File: config.mk
export PLATFORM = sky130hd
export DESIGN_NAME = kuf_front
export DESIGN_NICKNAME = d
export VERILOG_FILES = /design/src/kuf_pkg.sv /design/src/kuf_front.sv
export VERILOG_INCLUDE_DIRS = /design/src /design/src/src
export SDC_FILE = /design/constraint.sdc
export NUM_CORES = 1
export LEC_CHECK = 0
export ABC_CLOCK_PERIOD_IN_PS = 7750
export BUFFER_PORTS_ARGS = -buffer_cell sky130_fd_sc_hd__buf_2
export CAP_MARGIN = 5
export CORE_MARGIN = 4
export CORE_UTILIZATION = 56
export DETAILED_ROUTE_END_ITERATION = 16
export PLACE_DENSITY = 0.84
export SLEW_MARGIN = 25
export SYNTH_ARGS = -nofsm -noshare
export SYNTH_HDL_FRONTEND = slang
export SYNTH_SLANG_ARGS = --single-unit
File: constraint.sdc
create_clock -name clk -period 7.75 [get_ports clk]
set_clock_uncertainty 0.05 [all_clocks]
set_input_delay 2.325 -clock clk [delete_from_list [all_inputs] [get_ports clk]]
set_output_delay 2.325 -clock clk [all_outputs]
set_load 0.02 [all_outputs]
File: src/kruskal_union_find_mst_defines.svh
// Assertion macros shared by the union-find engine files
`ifndef KRUSKAL_UNION_FIND_MST_DEFINES_SVH
`define KRUSKAL_UNION_FIND_MST_DEFINES_SVH

// Assert that a condition implies a consequence on the same edge
`define KUF_ASSERT_IMP(label, clk, rst, cond, cons, msg) \
  label: assert property (@(posedge clk) disable iff (rst) (cond) |-> (cons)) \
    else $error(msg);

// Assert that a condition implies a consequence on the next edge
`define KUF_ASSERT_NEXT(label, clk, rst, cond, cons, msg) \
  label: assert property (@(posedge clk) disable iff (rst) (cond) |=> (cons)) \
    else $error(msg);

`endif

File: src/kuf_pkg.sv
`default_nettype none
package kuf_pkg;

  localparam int unsigned NODE_W   = 10;
  localparam int unsigned CFG_W    = 11;
  localparam int unsigned WGT_W    = 32;
  localparam int unsigned TOT_W    = 42;
  localparam int unsigned CNT_W    = 10;
  localparam int unsigned QDEPTH   = 2;

  localparam logic OP_CLEAR = 1'b0;
  localparam logic OP_EDGE  = 1'b1;

  localparam logic [TOT_W-1:0] TOT_MAX = {TOT_W{1'b1}};
  localparam logic [CNT_W-1:0] CNT_MAX = {CNT_W{1'b1}};

  // Command handed from the front end to the execution engine
  typedef struct packed {
    logic              clear;
    logic              bad;
    logic [NODE_W-1:0] node_a;
    logic [NODE_W-1:0] node_b;
    logic [WGT_W-1:0]  weight;
  } cmd_t;

  typedef struct packed {
    logic              accepted;
    logic              bad;
    logic [TOT_W-1:0]  total;
    logic [CNT_W-1:0]  count;
  } res_t;

  typedef enum logic [3:0] {
    ST_IDLE,
    ST_CLEAR,
    ST_RDA,
    ST_WALKA,
    ST_RDB,
    ST_WALKB,
    ST_RDLINK,
    ST_FIX,
    ST_RESULT
  } eng_state_t;

endpackage
`default_nettype wire

File: src/kuf_front.sv
`default_nettype none
`include "kruskal_union_find_mst_defines.svh"
module kuf_front (
  input  wire logic                        clk,
  input  wire logic                        rst,
  input  wire logic                        push,
  output logic                             full,
  input  wire logic                        opcode,
  input  wire logic [kuf_pkg::NODE_W-1:0]  edge_from,
  input  wire logic [kuf_pkg::NODE_W-1:0]  edge_to,
  input  wire logic [kuf_pkg::WGT_W-1:0]   edge_weight,
  input  wire logic [kuf_pkg::CFG_W-1:0]   limit,
  output logic                             cmd_valid,
  output kuf_pkg::cmd_t                    cmd,
  input  wire logic                        cmd_take
);

  kuf_pkg::cmd_t   q [kuf_pkg::QDEPTH];
  logic            wptr, rptr;
  logic [1:0]      fill;
  kuf_pkg::cmd_t   incoming;
  logic            do_push, do_pop;

  // Classify the transaction: range check against the active node limit
  always_comb begin
    incoming.clear  = (opcode == kuf_pkg::OP_CLEAR);
    incoming.bad    = (opcode == kuf_pkg::OP_EDGE) &&
                      (({1'b0, edge_from} >= limit) || ({1'b0, edge_to} >= limit));
    incoming.node_a = edge_from;
    incoming.node_b = edge_to;
    incoming.weight = edge_weight;
  end

  assign full      = (fill == 2'd2);
  assign cmd_valid = (fill != 2'd0);
  assign cmd       = q[rptr];
  assign do_push   = push && !full;
  assign do_pop    = cmd_take && cmd_valid;

  // Hold queue entries
  always_ff @(posedge clk) begin
    if (do_push) q[wptr] <= incoming;
  end

  // Advance pointers and fill
  always_ff @(posedge clk) begin
    if (rst) begin
      wptr <= 1'b0;
      rptr <= 1'b0;
      fill <= 2'd0;
    end else begin
      if (do_push) wptr <= ~wptr;
      if (do_pop)  rptr <= ~rptr;
      fill <= fill + {1'b0, do_push} - {1'b0, do_pop};
    end
  end

  `KUF_ASSERT_IMP(a_no_overflow, clk, rst, full, !do_push, "queue overflow")
  `KUF_ASSERT_IMP(a_no_underflow, clk, rst, fill == 2'd0, !do_pop, "queue underflow")
  `KUF_ASSERT_IMP(a_fill_range, clk, rst, 1'b1, fill != 2'd3, "fill out of range")

endmodule
`default_nettype wire

==> summary.txt, run 1 <==
Status
  – Outcome: finished clean

GRT
  – Largest net degree at the start of global routing: 55
  – Wire length of the first global-routing pass: ~14000 um
  – Grt ovf: 0
  – Number of global-route vias before repair: 2830
  – Initial antenna violation count: 0
  – Total GRT Usage: 0.189

Final layout
  – Antenna cell count: 0
  – Final #Nets: ~480
  – Multi-input gate area: around 0.0011 sq mm
  – Post-Layout Cell Count: around 500
  – Final Core Density: 0.750
  – Sequential Area: 0.00334 sq mm
  – Commonest cells after routing, fill and taps aside: 123 x buf_2, 108 x edfxtp_1, 54 x mux2_2
  – Most common cell after layout, fill and taps aside: buf_2
  – Area Overhead vs Synth: 28.8%
  – Layout cell share with drive strength beyond 1: 0.526
  – Fill cells: around 490

CTS
  – Hold_buf cts: 0
  – Root Buffer Master: clkbuf_8
  – CTS H-tree depth: 4
  – Clock Latency Late Sink: around 0.5 ns
  – Clock Tree Buf Depth: 2
  – Setup Fix Bufs, Post-CTS: 0
  – CTS tree: built
  – Clk sinks: 113
  – Resize count post-CTS: 0
  – Clk slew on worst S/H paths: about 0.05 ns
  – TritonCTS buffer count: 17

STA
  – Final setup viols: 0
  – Minimum clock period: ~4.4 ns
  – Setup TNS: 0 ns
  – Period Utilization, post-route: 0.565
  – Final slew viol count: 0
  – Slew @ Worst Pin: about 0.73 ns
  – Final Hold Fails: 0
  – Worst slew margin: 0.516
  – Fmax: 228 MHz
  – RSZ-0062 raised after global routing: no

Floorplanning
  – Ports: around 120
  – Die H: between 90 and 100 um
  – CORE AREA: 0.00781 sq mm
  – Die footprint: roughly 0.0096 sq mm
  – # rows: 32
  – Die X: between 90 and 100 um
  – Initial core utilization: 0.582

Critical path
  – CP peak stage delay: roughly 0.56 ns
  – Data arrival time of the critical path: roughly 2.0 ns
  – Critical R2R Capture: fill[1]
  – Required time of the critical path: 5.38 ns
  – Crit Path Max Fanout: 54
  – Reg2reg path depth: 8
  – Crit Path Category: flip-flop to output port
  – Reg2reg start: fill[1]
  – Critical path, cell by cell: buf_4 -> mux2_2 -> buf_2
  – Slowest CP cell: buf_4
  – CP startpoint kind: flip-flop
  – FF-to-FF setup slack: 5.96 ns
  – Critical Path End Type: output port

Synthesis
  – Main area contributors after synthesis: edfxtp_1 71%, mux2_2 13%, ha_1 6.1%
  – Adder-Cell Fraction of Synth Area: 0.0605
  – Xor/xnor cell area share of the yosys netlist: 0.00771
  – Simple-Gate Fraction of Synth Area: 0.0226
  – Yosys warnings: 0
  – Post-synth cell types: 26
  – Synth Area per Inst: ~18 sq um
  – Synth top area share: 0.713
  – Synth Area in Compound Gates: 0.0220
  – Synthesized area: 0.00455 sq mm
  – Area leader, netlist: edfxtp_1
  – Synthesized instance count: roughly 250
  – #FFs+latches synth: 113
  – Syn Nets: ~340
  – Post-synthesis sequential area ratio: 0.735
  – Largest family of logic cells by synthesized area: multiplexers
  – Post-synthesis mux area share: 0.134

Run
  – Max_cap viols: 0

Power
  – Cell Int Power: roughly 0.0015 W
  – P per Cell Area: approximately 350 mW/mm^2
  – Sw Pwr: 0.000568 W
  – Max IR drop VDD: 243 uV
  – Logic gate share of total power: 0.244
  – Total power: approximately 0.002 W
  – Switching Fraction: 0.281
  – Leakage power: between 2 and 2.5 nW
  – Clock share of power: 0.360
  – Sequential group share of total power: 0.396

Detailed routing
  – Post-DR wirelength/cell: roughly 17 um
  – WL final: ~8400 um
  – Pre-antenna DRT Iters: 4
  – DR vias: 2636
  – # DRC: 0
  – Antenna-violating nets left: 0
  – DR vias/cell: around 5.3
  – DR iter-0 viols: 78

Placed design
  – Gpl congestion: between 0.7 and 0.8
  – Port Buf Inserts: between 100 and 150
  – Dpl cells: 470
  – Final HPWL DP: approximately 5500 um

Worst hold path
  – Min-delay src: rptr
  – Type of the tightest min-delay check: flip-flop to flip-flop
  – Hold path cells: 2
worst max path at each step:
stage	end	slack, ns
2_1_floorplan	q[0][0]	2.55
3_3_place_gp	cmd[44]	3.91
3_5_place_dp	q[0][52]	3.89
4_1_cts	cmd[42]	3.35
5_1_grt	cmd[44]	3.29
6_report	cmd[43]	3.37
power by group through the flow:
stage                     sequential (W)  combinational [W]  clock [W]
after floorplan                 0.000808           0.000344          0
after global placement          0.000806           0.000492          0
after detailed placement        0.000812           0.000498          0
after CTS                       0.000801           0.000501   0.000742
after global routing            0.000808           0.000531   0.000779
final                           0.000800           0.000494   0.000727
per-layer routing:
metal  vias up  track usage  routed length [um]
met5         -            0                   0
met1      1283        0.233                3560
li1       1244            -                   -
met3         9       0.0807                 674
met4         0       0.0703                  93
met2       100        0.298                4100
synth_stat cells, drive strengths merged:
library cell	n
xor2	2
nand2	2
a211oi	2
a2111oi	1
and3	1
or2	1
nor2b	2
dfxtp	5
a21oi	5
nand2b	3
xnor2	2
o21bai	1
nor2	6
buf	6
mux2	54
edfxtp	108
nand3	1
nand4	2
a311oi	1
o2111ai	2
and2	1
inv	14
nor3	1
ha	22
o21ai	2
a21o	1
logic make-up (layout without fill, tap and decap cells):
family | count (synthesis) | count (layout)
muxes | 54 | 54
adders and majority gates | 22 | 22
DFF | 113 | 113
AOI/OAI and AO/OA | 15 | 15
buffers and inverters | 20 | 171
and+or+nand+nor | 20 | 20
xor gates and xnor gates | 4 | 4
layout make-up:
class | instances | share of cell area
Clock buffer | 18 | 0.0714
Clock inverter | 13 | 0.0248
Inverter | 14 | 0.00897
Multi-Input combinational cell | 115 | 0.193
Sequential cell | 113 | 0.571
Tap cell | 102 | 0.0218
Timing Repair Buffer | 126 | 0.109
worst max-delay path: cells and delay by family, from the launching register on:
family,cells,cell delay [ns]
buffers and inverters,2,0.73
flip-flops,1,0.31
multiplexers,1,0.42
flip-flops by register name (all words and copies together), names as in the netlist, named ones only:
name and count:
fill 2, q 108, rptr 1, wptr 1
stage by stage:
stage	cell area (sq um)	hold WS (ns)	setup slack, ns
finish	5860	0.486	3.37
global route	5860	0.505	3.29
CTS	5860	0.495	3.35
detailed placement	5290	0.480	3.89
global placement	5290	0.446	3.91
floorplan	4550	0.431	2.55
No activity file was read; power rests on OpenSTA's default activity.
==> inputs of run 2 (changes only) <==
- ABC_CLOCK_PERIOD_IN_PS: 7750 -> 4400
- CORE_UTILIZATION: 56 -> 52
- PLACE_DENSITY: 0.84 -> 0.79
- clock period: 7.75 -> 4.4 ns (I/O delays scaled with it)
==> summary.txt, run 2 (same netlist as run 1, synthesis figures left out) <==
Status
  – Outcome: finished clean

Placed design
  – Placed cell area: 0.00532 sq mm (+0.59%)
  – Port Buf Inserts: 123 (unchanged)
  – Gpl congestion: 0.795 (+5.5%)
  – Final HPWL DP: 6310 um (+14%)

CTS
  – Resize count post-CTS: 0 (unchanged)
  – Clock Tree Buf Depth: 2 (unchanged)
  – Clk slew on worst S/H paths: 0.05 ns (about the same)
  – Clock Latency Late Sink: 0.51 ns (about the same)
  – Setup Fix Bufs, Post-CTS: 0 (unchanged)
  – CTS H-tree depth: 4 (unchanged)
  – Clk sinks: 113 (unchanged)
  – Root Buffer Master: clkbuf_8
  – Hold_buf cts: 0 (unchanged)
  – TritonCTS buffer count: 17 (unchanged)
  – CTS tree: built

GRT
  – Met2 Use GR: 0.315 (+0.0170)
  – Initial antenna violation count: 0 (unchanged)
  – Number of global-route vias before repair: 2863 (+1.2%)
  – Total GRT Usage: 0.188 (-0.000909)
  – Grt peak-use layer: met2
  – Grt ovf: 0 (unchanged)
  – Met3 GRT Util: 0.0682 (-0.0125)
  – Met1 Track Usage GR: 0.217 (-0.0157)
  – Largest net degree at the start of global routing: 34 (-38%)
  – Wire length of the first global-routing pass: 14000 um (+1.2%)

Worst hold path
  – Type of the tightest min-delay check: flip-flop to flip-flop
  – Hold EP: rptr
  – Hold path cells: 2 (unchanged)
  – Min-delay src: rptr

STA
  – Fmax: 276 MHz
  – RSZ-0062 raised after global routing: no
  – Final setup viols: 0 (unchanged)
  – Setup TNS: 0 ns (unchanged)
  – Slew @ Worst Pin: 0.800 ns (+0.0730 ns)
  – Minimum clock period: around 3.6 ns
  – Period Utilization, post-route: 0.824
  – Final Hold Fails: 0 (unchanged)
  – Worst slew margin: 0.466 (-0.0499)
  – Final slew viol count: 0 (unchanged)
  – Hold_ws: 0.486 ns (-0.0000140 ns)

Final layout
  – Area Overhead vs Synth: 30.5%
  – Most common cell after layout, fill and taps aside: buf_2
  – Commonest cells after routing, fill and taps aside: 123 x buf_2, 108 x edfxtp_1, 54 x mux2_2
  – Max reg flops: 108 (unchanged)
  – Final #Nets: 479 (+0.42%)
  – Layout cell share with drive strength beyond 1: 0.529 (+0.00236)
  – Top reg by flops: q
  – Antenna cell count: 0 (unchanged)
  – Biggest registers after layout: q x108, fill x2
  – Fin area: 0.00593 sq mm (+1.3%)

Critical path
  – Crit Path Max Fanout: 33 (-39%)
  – Required time of the critical path: 3.03 ns (-2.35 ns)
  – Critical R2R Capture: q[0][29]
  – Reg2reg start: fill[0]
  – Critical Path End Type: output port
  – FF-to-FF setup slack: 2.46 ns (-3.50 ns)
  – Crit Path Category: flip-flop to output port
  – CP startpoint kind: flip-flop
  – Reg2reg path depth: 4 (-4)
  – Data arrival time of the critical path: 2.26 ns (+0.26 ns)

Run
  – Max_cap viols: 0 (unchanged)

Power
  – Clock share of power: 0.379 (+0.019)
  – Leakage power: 2.40 nW (+1.6%)
  – Logic gate share of total power: 0.231 (-0.013)
  – Total power: 0.00371 W (+83%)
  – Cell Int Power: 0.00269 W (+85%)
  – Max IR drop VDD: 354 uV (+46%)
  – P per Cell Area: 624 mW/mm^2 (+81%)
  – Switching Fraction: 0.275 (-0.00601)
  – Sw Pwr: 0.00102 W (+79%)
  – Sequential group share of total power: 0.390 (-0.006)

Detailed routing
  – DR iter-0 viols: 104 (+33%)
  – DR vias/cell: 5.19 (-1.3%)
  – Post-DR wirelength/cell: 18.2 um (+8.1%)
  – # DRC: 0 (unchanged)
  – WL final: 9200 um (+9.2%)
  – Antenna-violating nets left: 0 (unchanged)
  – Pre-antenna DRT Iters: 4 (unchanged)
  – DR vias: 2627 (-0.34%)

Floorplanning
  – Ports: 124 (unchanged)
  – Initial core utilization: 0.545 (-0.0372)
  – # rows: 33 (+3.1%)
  – Die H: 102 um (+3.5%)
  – CORE AREA: 0.00834 sq mm (+6.8%)
  – Die footprint: 0.0103 sq mm (+7.1%)
  – Die X: 102 um (+3.5%)
==> run 2: cell count changes in the layout (fill, tap and decap cells not counted) <==
cell	before	now
bufinv_16	3	5
buf_12	0	1
buf_4	3	4
clkinv_2	4	3
clkinvlp_4	2	1
==> run 2: stage by stage <==
stage	utilization	setup WS, ns	instances
floorplan	-	0.209	248
global placement	0.638	1.28	475
detailed placement	0.638	1.27	475
CTS	0.712	0.719	506
global route	0.712	0.652	506
finish	0.712	0.772	506
==> run 2: area by class of cell <==
type	instances	area, sq um
Sequential cell	113	3340
Fill cell	559	2410
Multi-Input combinational cell	115	1130
Timing Repair Buffer	128	666
Clock buffer	18	418
Clock inverter	13	193
Tap cell	105	131
Inverter	14	52.6
==> run 2: metal layers <==
layer  up-vias  part of all wire
met2       104              0.50
met3        14             0.077
met1      1265              0.40
li1       1244                 -
met4         0             0.020
met5         -                 0
==> run 2: how the worst max path moves through the flow <==
stage              start      end  slack, ns  cells past startpoint
2_1_floorplan       push  q[0][0]       0.21                      2
3_3_place_gp   flip-flop  cmd[41]       1.28                      3
3_5_place_dp   flip-flop  cmd[41]       1.27                      3
4_1_cts        flip-flop  cmd[51]       0.72                      3
5_1_grt        flip-flop  cmd[51]       0.65                      3
6_report       flip-flop  cmd[45]       0.77                      3
==> run 2: critical path, stage by stage (launching register included) <==
cell and delay, ns:
dfxtp_2 0.84, buf_4 0.36, mux2_2 0.37, buf_2 0.16
==> run 2: power by group through the flow <==
| stage | Combinational, W | Clock, W | Sequential, W |
|---|---|---|---|
| after global routing | 0.000923 | 0.00148 | 0.00146 |
| after floorplan | 0.000606 | 0 | 0.00142 |
| after global placement | 0.000851 | 0 | 0.00146 |
| after CTS | 0.000874 | 0.00143 | 0.00145 |
| final | 0.000856 | 0.00140 | 0.00145 |
| after detailed placement | 0.000864 | 0 | 0.00147 |
